--- config.mk ---
export PLATFORM = sky130hd
export DESIGN_NAME = sbt_ctrl
export DESIGN_NICKNAME = d
export VERILOG_FILES = /design/src/sbt_pkg.sv /design/src/sbt_ctrl.sv
export SDC_FILE = /design/constraint.sdc
export NUM_CORES = 1
export LEC_CHECK = 0
export ABC_AREA = 1
export BUFFER_PORTS_ARGS = -buffer_cell sky130_fd_sc_hd__buf_2
export CAP_MARGIN = 40
export CORE_UTILIZATION = 35
export DETAILED_ROUTE_END_ITERATION = 8
export HOLD_SLACK_MARGIN = 0.06
export PLACE_DENSITY_LB_ADDON = 0.25
export SLEW_MARGIN = 10
export SYNTH_ARGS = -nofsm -noshare
export SYNTH_HDL_FRONTEND = slang
export SYNTH_SLANG_ARGS = --single-unit
--- constraint.sdc ---
create_clock -name clk -period 1.4 [get_ports clk]
set_input_delay 0.21 -clock clk [delete_from_list [all_inputs] [get_ports clk]]
set_output_delay 0.21 -clock clk [all_outputs]
set_load 0.005 [all_outputs]
--- src/sbt_pkg.sv ---
`default_nettype none
package sbt_pkg;

    localparam int DEPTH_DEF = 1024;
    localparam int LINE_W    = 20;
    localparam int COL_W     = 16;
    localparam int KIND_W    = 7;
    localparam int ACT_W     = 3;
    localparam int EIDX_W    = 10;
    localparam int STAT_W    = 2;
    localparam int TOTAL_W   = 11;
    localparam logic [LINE_W-1:0] LINE_SAT = 20'hFFFFF;

    localparam logic [ACT_W-1:0] ACT_INSERT  = 3'd0;
    localparam logic [ACT_W-1:0] ACT_LOOKUP  = 3'd1;
    localparam logic [ACT_W-1:0] ACT_PARTNER = 3'd2;
    localparam logic [ACT_W-1:0] ACT_READ    = 3'd3;
    localparam logic [ACT_W-1:0] ACT_CLEAR   = 3'd4;
    localparam logic [ACT_W-1:0] ACT_ADD     = 3'd5;
    localparam logic [ACT_W-1:0] ACT_REMOVE  = 3'd6;
    localparam logic [ACT_W-1:0] ACT_NONE    = 3'd7;

    localparam logic [STAT_W-1:0] ST_OK       = 2'd0;
    localparam logic [STAT_W-1:0] ST_NOTFOUND = 2'd1;
    localparam logic [STAT_W-1:0] ST_FULL     = 2'd2;

    typedef struct packed {
        logic [LINE_W-1:0] line;
        logic [COL_W-1:0]  col;
        logic [KIND_W-1:0] kind;
        logic              open;
    } bkt_t;

    typedef enum logic [4:0] {
        OP_NOP,
        OP_LOAD,
        OP_RD_I,
        OP_INC_I,
        OP_SET_D_CNT,
        OP_SH_RD,
        OP_SH_WR,
        OP_INS_WR,
        OP_PREV,
        OP_RES_RD,
        OP_RES_PREV,
        OP_RES_NF,
        OP_RES_FULL,
        OP_RES_OK,
        OP_RD_EIDX,
        OP_PT_INIT,
        OP_DEC_RD,
        OP_PT_SAME,
        OP_PT_OPP,
        OP_PT_SKIP,
        OP_SET_D,
        OP_SET_CNT_D,
        OP_CP_WR,
        OP_AD_WR
    } dp_op_t;

    typedef struct packed {
        logic [ACT_W-1:0] act;
        logic             full;
        logic             eidx_ok;
        logic             i_lt_cnt;
        logic             i_eq_d;
        logic             i_zero;
        logic             before_ins;
        logic             line_lt_ln;
        logic             line_eq_ln;
        logic             line_lt_end;
        logic             col_gt;
        logic             col_eq;
        logic             prev_hit;
        logic             kind_eq;
        logic             same_dir;
        logic             depth_one;
        logic             popen;
    } dp_status_t;

endpackage
`default_nettype wire

--- src/sbt_ctrl.sv ---
`default_nettype none
module sbt_ctrl (
    input  wire logic                clk,
    input  wire logic                rst_n,
    input  wire logic                in_valid,
    output logic                     in_ready,
    output logic                     out_valid,
    input  wire logic                out_ready,
    input  wire sbt_pkg::dp_status_t st,
    output sbt_pkg::dp_op_t          op
);

    typedef enum logic [4:0] {
        S_IDLE, S_DISPATCH, S_INS_RD, S_INS_CHK, S_SH, S_SH_WR,
        S_LK_RD, S_LK_CHK, S_LK_END, S_PT_HEAD, S_PT_STEP, S_PT_CHK,
        S_RE_OUT, S_FL_RD, S_FL_CHK, S_RM_RD, S_RM_CHK, S_CP, S_CP_WR,
        S_AD_RD, S_AD_WR, S_OUT
    } state_t;

    state_t state_reg, state_next;

    assign in_ready  = (state_reg == S_IDLE);
    assign out_valid = (state_reg == S_OUT);

    always_comb
    begin
        state_next = state_reg;
        op         = sbt_pkg::OP_NOP;
        case (state_reg)
            S_IDLE:
            begin
                if (in_valid)
                begin
                    op         = sbt_pkg::OP_LOAD;
                    state_next = S_DISPATCH;
                end
            end
            S_DISPATCH:
            begin
                case (st.act)
                    sbt_pkg::ACT_INSERT:
                    begin
                        if (st.full)
                        begin
                            op         = sbt_pkg::OP_RES_FULL;
                            state_next = S_OUT;
                        end
                        else
                        begin
                            state_next = S_INS_RD;
                        end
                    end
                    sbt_pkg::ACT_LOOKUP:
                    begin
                        state_next = S_LK_RD;
                    end
                    sbt_pkg::ACT_PARTNER, sbt_pkg::ACT_READ:
                    begin
                        if (!st.eidx_ok)
                        begin
                            op         = sbt_pkg::OP_RES_NF;
                            state_next = S_OUT;
                        end
                        else
                        begin
                            op         = sbt_pkg::OP_RD_EIDX;
                            state_next = (st.act == sbt_pkg::ACT_READ) ? S_RE_OUT : S_PT_HEAD;
                        end
                    end
                    sbt_pkg::ACT_CLEAR, sbt_pkg::ACT_ADD, sbt_pkg::ACT_REMOVE:
                    begin
                        state_next = S_FL_RD;
                    end
                    default:
                    begin
                        op         = sbt_pkg::OP_RES_NF;
                        state_next = S_OUT;
                    end
                endcase
            end
            S_INS_RD:
            begin
                if (st.i_lt_cnt)
                begin
                    op         = sbt_pkg::OP_RD_I;
                    state_next = S_INS_CHK;
                end
                else
                begin
                    op         = sbt_pkg::OP_SET_D_CNT;
                    state_next = S_SH;
                end
            end
            S_INS_CHK:
            begin
                if (st.before_ins)
                begin
                    op         = sbt_pkg::OP_INC_I;
                    state_next = S_INS_RD;
                end
                else
                begin
                    op         = sbt_pkg::OP_SET_D_CNT;
                    state_next = S_SH;
                end
            end
            S_SH:
            begin
                if (st.i_eq_d)
                begin
                    op         = sbt_pkg::OP_INS_WR;
                    state_next = S_OUT;
                end
                else
                begin
                    op         = sbt_pkg::OP_SH_RD;
                    state_next = S_SH_WR;
                end
            end
            S_SH_WR:
            begin
                op         = sbt_pkg::OP_SH_WR;
                state_next = S_SH;
            end
            S_LK_RD:
            begin
                if (st.i_lt_cnt)
                begin
                    op         = sbt_pkg::OP_RD_I;
                    state_next = S_LK_CHK;
                end
                else
                begin
                    state_next = S_LK_END;
                end
            end
            S_LK_CHK:
            begin
                if (st.line_lt_ln)
                begin
                    op         = sbt_pkg::OP_INC_I;
                    state_next = S_LK_RD;
                end
                else if (st.line_eq_ln && st.col_eq)
                begin
                    op         = sbt_pkg::OP_RES_RD;
                    state_next = S_OUT;
                end
                else if (st.line_eq_ln && !st.col_gt)
                begin
                    op         = sbt_pkg::OP_PREV;
                    state_next = S_LK_RD;
                end
                else
                begin
                    state_next = S_LK_END;
                end
            end
            S_LK_END:
            begin
                op         = st.prev_hit ? sbt_pkg::OP_RES_PREV : sbt_pkg::OP_RES_NF;
                state_next = S_OUT;
            end
            S_PT_HEAD:
            begin
                op         = sbt_pkg::OP_PT_INIT;
                state_next = S_PT_STEP;
            end
            S_PT_STEP:
            begin
                if (st.popen ? !st.i_lt_cnt : st.i_zero)
                begin
                    op         = sbt_pkg::OP_RES_NF;
                    state_next = S_OUT;
                end
                else
                begin
                    op         = st.popen ? sbt_pkg::OP_RD_I : sbt_pkg::OP_DEC_RD;
                    state_next = S_PT_CHK;
                end
            end
            S_PT_CHK:
            begin
                state_next = S_PT_STEP;
                if (!st.kind_eq)
                begin
                    op = sbt_pkg::OP_PT_SKIP;
                end
                else if (st.same_dir)
                begin
                    op = sbt_pkg::OP_PT_SAME;
                end
                else if (st.depth_one)
                begin
                    op         = sbt_pkg::OP_RES_RD;
                    state_next = S_OUT;
                end
                else
                begin
                    op = sbt_pkg::OP_PT_OPP;
                end
            end
            S_RE_OUT:
            begin
                op         = sbt_pkg::OP_RES_RD;
                state_next = S_OUT;
            end
            S_FL_RD:
            begin
                if (st.i_lt_cnt)
                begin
                    op         = sbt_pkg::OP_RD_I;
                    state_next = S_FL_CHK;
                end
                else
                begin
                    op         = sbt_pkg::OP_SET_D;
                    state_next = (st.act == sbt_pkg::ACT_ADD) ? S_AD_RD : S_RM_RD;
                end
            end
            S_FL_CHK:
            begin
                if (st.line_lt_ln)
                begin
                    op         = sbt_pkg::OP_INC_I;
                    state_next = S_FL_RD;
                end
                else
                begin
                    op         = sbt_pkg::OP_SET_D;
                    state_next = (st.act == sbt_pkg::ACT_ADD) ? S_AD_RD : S_RM_RD;
                end
            end
            S_RM_RD:
            begin
                if (st.i_lt_cnt)
                begin
                    op         = sbt_pkg::OP_RD_I;
                    state_next = S_RM_CHK;
                end
                else
                begin
                    state_next = S_CP;
                end
            end
            S_RM_CHK:
            begin
                if (st.line_lt_end)
                begin
                    op         = sbt_pkg::OP_INC_I;
                    state_next = S_RM_RD;
                end
                else
                begin
                    state_next = S_CP;
                end
            end
            S_CP:
            begin
                if (st.i_lt_cnt)
                begin
                    op         = sbt_pkg::OP_RD_I;
                    state_next = S_CP_WR;
                end
                else
                begin
                    op         = sbt_pkg::OP_SET_CNT_D;
                    state_next = S_OUT;
                end
            end
            S_CP_WR:
            begin
                op         = sbt_pkg::OP_CP_WR;
                state_next = S_CP;
            end
            S_AD_RD:
            begin
                if (st.i_lt_cnt)
                begin
                    op         = sbt_pkg::OP_RD_I;
                    state_next = S_AD_WR;
                end
                else
                begin
                    op         = sbt_pkg::OP_RES_OK;
                    state_next = S_OUT;
                end
            end
            S_AD_WR:
            begin
                op         = sbt_pkg::OP_AD_WR;
                state_next = S_AD_RD;
            end
            S_OUT:
            begin
                if (out_ready)
                begin
                    state_next = S_IDLE;
                end
            end
            default:
            begin
                state_next = S_IDLE;
            end
        endcase
    end

    always_ff @(posedge clk or negedge rst_n)
    begin
        if (!rst_n)
        begin
            state_reg <= S_IDLE;
        end
        else
        begin
            state_reg <= state_next;
        end
    end

    a_ready_idle: assert property (@(posedge clk) disable iff (!rst_n)
        (in_valid && in_ready) |=> (state_reg == S_DISPATCH))
        else $error("accepted request did not start dispatch");
    a_out_hold: assert property (@(posedge clk) disable iff (!rst_n)
        (out_valid && !out_ready) |=> out_valid)
        else $error("response dropped while stalled");
    a_no_both: assert property (@(posedge clk) disable iff (!rst_n)
        !(in_ready && out_valid))
        else $error("request taken while response pending");

endmodule
`default_nettype wire

==> impl_metrics.tcl, run 1 <==
set metrics [dict create \
    synth_top_area_frac 0.200 \
    peakVddDrop_v 0.000593 \
    drtAntennaViolNets 0 \
    synth_seq_cells 5 \
    gp_congestion 0.970 \
    cap_violations 0 \
    startpoint_type "register" \
    grt_pass1_wl_um 7170 \
    io_pins 30 \
    post-route-min-period_ps 1860 \
    regArea_um2 131 \
    place.port_buffers 29 \
    drtPass1Iterations 5 \
    hold_path.class "primary input to register" \
    htree_levels 1 \
    avgViaCountPerCell 5.13 \
    cts_buffer_depth 2 \
    dp_cells 337 \
    fin_nets 337 \
    endpoint_kind "primary output" \
    dieArea_um2 3400 \
    clkLatencyLatePin_ps 240 \
    power.leakage_nw 1.13 \
    cts_buffers 3 \
    hold_viol 0 \
    syn_area_per_cell_um2 5.00 \
    synthCells 222 \
    fp.dieW_um 58.3 \
    clock_skew_ps 3.14 \
    relSlewSlack 0.798 \
    dieHeight_um 58.3 \
    drc_errors 0 \
    syn_nets 245 \
    final_area_um2 1990 \
    worstPathRequired_ps 1190 \
    power_density_nw_per_um2 1680 \
    hpwl_um 3450 \
    path_class "register to primary output" \
    ys.flop_type "dfrtp_1" \
    num_vias 1833 \
    fmax_mhz 537 \
    tritoncts "done" \
    drive_above_1_share 0.495 \
    setup_slack_ps -463 \
    diodes 0 \
    drt-wirelength-per-cell_um 13.3 \
    period_share 1.33 \
    syn_area_um2 1110 \
    rsz0062_at_grt "true" \
    clk_pin_slew_ps 50 \
    cp_max_fo 5 \
    placed_area_um2 1640 \
    yosys_warnings 0 \
    preCtsSetupSlack_ps -246 \
    crit_arrival_ps 1650 \
    overflow 0 \
    rows 20 \
    grt_use_total 0.274 \
    synth-edff-count 0 \
    grt_pass1_vias 1679 \
    finalSetupViolations 12 \
    timing.hold.ws_ps 304 \
    worst_pin_slew_ps 299 \
    status "complete, but fails checks" \
    multi_input_area_um2 1000 \
    synth_top_cell_by_area "nand2_1" \
    grt_antenna_before_repair 0 \
    drt_wl_total_um 4750 \
    synth.area.top_cells "nand2_1 (20%), nor2_1 (14%), nand3_1 (12%)" \
    drt-initial-drc-count 83 \
    final_cells 357 \
    netlist_top_cells_count "nand2_1 (59), nor2_1 (42), inv_1 (31)" \
    ys_types 25 \
    core_area_um2 3030 \
    largest_reg_flops 5 \
    violations "negative setup slack" \
    p_total_mw 3.33 \
    syn2layout_area_growth_pct 79.1 \
    grt_max_degree 10 \
    cts.sinks 5 \
    cts_root_buffer "clkbuf_4" \
    ys_seq_area_frac 0.113 \
    yosysMostFrequentCell "nand2_1" \
    synth-async-reset-ratio 1.00 \
    slew_violations 0 \
    n_fill_cell 285 \
    initial_core_util 0.367 \
]
==> kinds of logic after synthesis <==
logic type / count (synthesis) / synth area share
simple gates: 152 / 0.618
buf+inv: 37 / 0.127
compound gates: 28 / 0.142
flops: 5 / 0.113
==> area by class of cell <==
| class | instances | share of cell area |
|---|---|---|
| clock inverter | 1 | 0.00252 |
| sequential | 5 | 0.0661 |
| timing repair buffer | 90 | 0.321 |
| tap | 44 | 0.0277 |
| inverter | 34 | 0.0667 |
| clock buffer | 3 | 0.0113 |
| multi-input combinational | 180 | 0.505 |
==> final timing paths <==
| path | start | endpoint | slack (ps) | cells past startpoint |
|---|---|---|---|---|
| max | state_reg[2] | op[4] | -460 | 9 |
| min | out_ready | state_reg[0] | 300 | 4 |
| max reg2reg | state_reg[0] | state_reg[2] | -290 | 12 |
| min reg2reg | state_reg[4] | state_reg[0] | 910 | 5 |
| max in group asynchronous | rst_n | state_reg[4] | 890 | 2 |
| min in group asynchronous | rst_n | state_reg[0] | 350 | 2 |
==> routing by layer <==
layer / global-route usage / vias up / routed length, um
li1: - / 903 / -
met1: 0.354 / 816 / 1980
met2: 0.465 / 96 / 2290
met3: 0.0440 / 18 / 325
met4: 0.0952 / 0 / 147
met5: 0 / - / 0
==> power breakdown <==
part	internal, mW	switching [mW]	total (mW)
sequential	0.226	0.151	0.377
combinational	1.35	1.44	2.79
clock	0.103	0.0616	0.165
==> timing repair <==
action,CTS,global route
setup endpoints to repair,12,12
pin swaps,10,14
buffers inserted,11,6
gates resized for setup,47,24
endpoints found under the hold margin,5,0
hold buffers,1,0
==> worst max-delay path: stages (launching register included) <==
cell and delay [ps]:
dfrtp_2 440, inv_2 60, buf_6 110, nor2_4 190
nand3_2 150, buf_4 160, nand3_2 60, nor2_1 40
o31ai_1 60, buf_2 150
==> layout by cell type, fill, tap and decap left out, drive strengths merged <==
cell type | synthesis | routed
a21boi | 1 | 1
a21oi | 5 | 5
a31oi | 1 | 1
buf | 2 | 89
clkbuf | 1 | 3
clkinv | 0 | 1
dfrtp | 5 | 5
dlygate4sd3 | 0 | 1
inv | 34 | 34
nand2 | 60 | 60
nand3 | 28 | 28
nand3b | 1 | 1
nand4 | 7 | 7
nor2 | 50 | 50
nor3 | 4 | 4
nor3b | 1 | 1
o211ai | 2 | 2
o21ai | 17 | 17
o31ai | 2 | 2
or2 | 1 | 1
==> through the flow <==
stage,utilization,setup TNS [ps]
after global routing,0.657,-4580
after floorplan,-,0
after CTS,0.619,-2760
final,0.657,-3540
after detailed placement,0.540,-1810
after global placement,0.540,-2080
Note: power is estimated with default switching activity, not from simulation.
==> run 2: changes to the inputs <==
MAX_ROUTING_LAYER = met4   (was default)
==> impl_metrics.tcl, run 2 (same netlist as run 1, synthesis figures left out) <==
set metrics [dict create \
    grt_use_total 0.280 \
    drt_wl_total_um 4610 \
    cts_buffer_depth 2 \
    reg2reg_from "state_reg[1]" \
    timing.hold.ws_ps 302 \
    diodes 0 \
    final_common_cell "buf_4" \
    crit_arrival_ps 1750 \
    regArea_um2 130 \
    tritoncts "done" \
    hold_start "out_ready" \
    endpoint_kind "primary output" \
    power_density_nw_per_um2 1640 \
    post-route-min-period_ps 1960 \
    startpoint_type "register" \
    crit_buf_inv 2 \
    dieArea_um2 3400 \
    hold_viol 0 \
    met3_length_um 360 \
    multi_input_area_um2 1010 \
    worst_pin_slew_ps 316 \
    layout_common_cells "buf_4 (48), nand2_1 (43), nor2_1 (31), buf_2 (28), inv_1 (23)" \
    cp_top_family "simple AND/OR/NAND/NOR gates" \
    clkLatencyLatePin_ps 240 \
    fmax_mhz 509 \
    min_path_cells 4 \
    num_vias 1758 \
    io_pins 30 \
    initial_core_util 0.367 \
    clk_pin_slew_ps 40 \
    rsz0062_at_grt "true" \
    slowest_stage "dfrtp_2" \
    cp_cell_sequence "nand2_2 -> inv_1 -> nand3_1 -> nor2_2 -> nor2_2 -> nor3b_2 -> nand3_1 -> buf_2" \
    largest_reg_flops 5 \
    grt_pass1_vias 1611 \
    drtAntennaViolNets 0 \
    preCtsSetupSlack_ps -235 \
    violations "negative setup slack" \
    htree_levels 1 \
    final_area_um2 1970 \
    power.leakage_nw 1.12 \
    setup_slack_ps -564 \
    post-route-util 0.652 \
    overflow 0 \
    syn2layout_area_growth_pct 77.8 \
    drc_errors 0 \
    period_share 1.40 \
    reg2reg_depth 11 \
    core_area_um2 3030 \
    rows 20 \
    cts.sinks 5 \
    n_fill_cell 295 \
    gp_congestion 0.958 \
    cts_root_buffer "clkbuf_4" \
    hpwl_um 3450 \
    cts_buffers 3 \
    drtPass1Iterations 4 \
    relSlewSlack 0.787 \
    drt-wirelength-per-cell_um 13.1 \
    grt_max_degree 10 \
    cp_max_fo 6 \
    worstPathRequired_ps 1190 \
    r2r_slack_ps -230 \
    hold_path.class "primary input to register" \
    dieHeight_um 58.3 \
    fin_nets 333 \
    finalSetupViolations 12 \
    max_stage_delay_ps 490 \
    path_class "register to primary output" \
    r2r-end "state_reg[0]" \
    placed_area_um2 1630 \
    whs_endpoint "state_reg[0]" \
    place.port_buffers 29 \
    top_layer "met4" \
    cap_violations 0 \
    met2_length_um 2200 \
    status "complete, but fails checks" \
    wl_met1_um 1880 \
    drt-initial-drc-count 64 \
    fp.dieW_um 58.3 \
    grt_antenna_before_repair 0 \
    drive_above_1_share 0.489 \
    avgViaCountPerCell 4.98 \
    grt_pass1_wl_um 7040 \
    clock_skew_ps 0.685 \
    peakVddDrop_v 0.000603 \
    slew_violations 0 \
]
-- run 2: cell count changes in the layout (fill, tap and decap cells not counted), sizes merged --
cell	before	now
clkinv	1	0
buf	89	85
clkbuf	3	4
-- run 2: worst min-delay path, cell delays in order --
cell	delay [ps]
buf_2	80
nor3_2	40
inv_1	100
nand2_1	70
-- run 2: cell type report --
type                       count  share of cell area
clock buffer                   4              0.0133
inverter                      34              0.0685
multi-input combinational    180               0.514
sequential                     5              0.0659
tap                           44              0.0279
timing repair buffer          86               0.310
-- run 2: layer usage --
layer  up-vias  global-route usage
met2        87               0.471
met5         -                   -
li1        897                   -
met4         0              0.0816
met3        16              0.0242
met1       758               0.359
-- run 2: power breakdown --
part           switching, mW  total, mW  internal (mW)  leakage [nW]
Combinational           1.41       2.69           1.28          1.05
Clock                 0.0608      0.169          0.108        0.0150
Sequential             0.154      0.377          0.223        0.0580
-- run 2: how the worst max path moves through the flow --
stage	start	endpoint	slack, ps	depth (start not counted)
final	state_reg[1]	op[0]	-560	8
after global routing	state_reg[1]	op[0]	-630	10
after CTS	state_reg[3]	op[4]	-420	9
after detailed placement	state_reg[0]	op[1]	-230	10
after global placement	state_reg[0]	op[0]	-240	9
after floorplan	state_reg[2]	op[1]	3	9
-- run 2: repair_timing --
action,CTS,global route
setup endpoints to repair,12,12
hold buffers,1,0
setup buffers,8,6
gates resized for setup,30,46
pin swaps,6,22
endpoints found under the hold margin,5,0
-- run 2: through the flow --
stage / std cells / TNS, ps / total power, mW
finish: 353 / -3620 / 3.24
global route: 353 / -4660 / 3.50
floorplan: 222 / 0 / 1.38
global placement: 336 / -1830 / 2.39
CTS: 347 / -2920 / 2.82
detailed placement: 336 / -1890 / 2.39
==> run 3: changes to the inputs <==
ABC_AREA = default   (was 1)
==> impl_metrics.tcl, run 3 <==
set metrics [dict create \
    status "complete, but fails checks" \
    violations "negative setup slack" \
    synth.area.top_cells "dfrtp_1 (10%), nand2b_1 (5.0%), nor2b_1 (5.0%)" \
    worstPathRequired_ps 1190 \
    slew_violations 0 \
    setup_slack_ps -750 \
    drt-initial-drc-count 117 \
    syn_area_per_cell_um2 6.78 \
    cap_violations 0 \
    relSlewSlack 0.782 \
    hpwl_um 3950 \
    power.leakage_nw 1.07 \
    drive_above_1_share 0.585 \
    dieArea_um2 3830 \
    fp.dieW_um 61.9 \
    yosys_warnings 0 \
    netlist_top_cells_count "nand2_1 (16), o21ai_0 (12), nor2_1 (11)" \
    power_density_nw_per_um2 1770 \
    syn_nets 208 \
    synth-edff-count 0 \
    grt_antenna_before_repair 0 \
    final_cells 330 \
    syn2layout_area_growth_pct 81.0 \
    io_pins 30 \
    drt_wl_total_um 5390 \
    path_class "register to primary output" \
    initial_core_util 0.370 \
    grt_use_total 0.292 \
    drtAntennaViolNets 0 \
    clkLatencyLatePin_ps 240 \
    clk_pin_slew_ps 40 \
    rsz0062_at_grt "true" \
    synthCells 185 \
    overflow 0 \
    avgViaCountPerCell 5.70 \
    layout_common_cells "buf_4 (69), buf_2 (29), nand2_1 (14)" \
    cp_max_fo 6 \
    largest_reg_flops 5 \
    dieHeight_um 61.9 \
    startpoint_type "register" \
    core_area_um2 3390 \
    fin_nets 308 \
    grt_pass1_vias 1682 \
    timing.hold.ws_ps 309 \
    diodes 0 \
    synth_top_area_frac 0.0998 \
    yosysMostFrequentCell "nand2_1" \
    p_total_mw 4.01 \
    place.port_buffers 29 \
    grt_max_degree 16 \
    drc_errors 0 \
    synth-async-reset-ratio 1.00 \
    num_vias 1880 \
    drtPass1Iterations 5 \
    cts_buffers 3 \
    synth_seq_cells 5 \
    peakVddDrop_v 0.000763 \
    clock_skew_ps 3.03 \
    ys_types 57 \
    htree_levels 1 \
    post-route-min-period_ps 2150 \
    final_common_cell "buf_4" \
    endpoint_kind "primary output" \
    crit_arrival_ps 1940 \
    synth_top_cell_by_area "dfrtp_1" \
    n_fill_cell 262 \
    period_share 1.54 \
    rows 21 \
    syn_area_um2 1250 \
    hold_viol 0 \
    ys.flop_type "dfrtp_1" \
    finalSetupViolations 12 \
    fmax_mhz 465 \
    gp_congestion 0.985 \
    worst_pin_slew_ps 326 \
    drt-wirelength-per-cell_um 16.3 \
    tritoncts "done" \
    ys_seq_area_frac 0.0998 \
    cts.sinks 5 \
    dp_cells 315 \
    cts_buffer_depth 2 \
    grt_pass1_wl_um 7910 \
    hold_path.class "primary input to asynchronous set/reset pin" \
    cts_root_buffer "clkbuf_4" \
]
==> run 3: cell count changes in the layout (fill, tap and decap cells not counted), sizes merged, moves of 5 or more <==
cell    previous run  this run
nand2             60        16
nor2              50        11
inv               34         7
buf               85       109
nand3             28         5
nand2b             0        10
nor2b              0        10
and3               0         6
a21oi              5        10
nor3               4         9
o21a               0         5
==> run 3: where the power goes <==
| group | switching (mW) | leakage, nW | total [mW] | internal (mW) |
|---|---|---|---|---|
| Clock | 0.0540 | 0.0150 | 0.161 | 0.107 |
| Combinational | 1.61 | 0.997 | 3.50 | 1.89 |
| Sequential | 0.128 | 0.0579 | 0.351 | 0.224 |
| Total | 1.79 | 1.07 | 4.01 | 2.22 |
==> run 3: critical path, stage by stage, from the launching register on <==
cell,delay (ps)
dfrtp_2,450
or3b_4,420
o2bb2a_4,220
a221o_1,310
a21boi_1,140
nand4_1,60
buf_2,110
==> run 3: area by class of cell <==
type | count | area (um^2) | share of cell area
inverter | 7 | 26.3 | 0.0116
timing repair buffer | 110 | 810 | 0.357
sequential | 5 | 130 | 0.0573
multi-input combinational | 158 | 1220 | 0.537
clock buffer | 4 | 26.3 | 0.0116
tap | 46 | 57.6 | 0.0254
==> run 3: path summary, 6_finish.rpt <==
check                        startpoint  depth (start not counted)           end  slack (ps)
max in group asynchronous         rst_n                          2  state_reg[2]         940
setup reg to reg           state_reg[0]                          7  state_reg[2]        -530
min in group clk               in_valid                          3  state_reg[0]         400
hold reg to reg            state_reg[3]                          2  state_reg[2]         700
hold / removal                    rst_n                          2  state_reg[1]         310
setup / recovery           state_reg[0]                          6         op[1]        -750
==> run 3: metrics by stage <==
step	setup TNS (ps)	utilization	instance area (um^2)	setup WS (ps)
2_1_floorplan	-1960	-	1300	-364
3_5_place_dp	-4740	0.570	1930	-546
5_1_grt	-6440	0.670	2270	-820
4_1_cts	-5440	0.619	2100	-735
3_3_place_gp	-4850	0.570	1930	-560
6_report	-5690	0.670	2270	-750
==> run 3: per-layer routing <==
layer / vias to the layer above / share of wire / GRT usage
met4: 0 / 0.035 / 0.0889
met2: 123 / 0.49 / 0.478
li1: 892 / - / -
met3: 19 / 0.085 / 0.0435
met1: 846 / 0.39 / 0.371
met5: - / 0 / -
==> run 3: kinds of logic after synthesis <==
logic type      count (synthesis)  synth area share
buf+inv                        22             0.101
compound gates                 59             0.328
mux                             2            0.0160
simple gates                   97             0.455
flops                           5            0.0998
==> run 3: timing repair <==
| action | in CTS | in global routing |
|---|---|---|
| pin swaps | 9 | 12 |
| setup endpoints to repair | 12 | 12 |
| setup buffers | 6 | 5 |
| hold buffers | 1 | 0 |
| gates resized for setup | 30 | 33 |
| endpoints found under the hold margin | 5 | 0 |
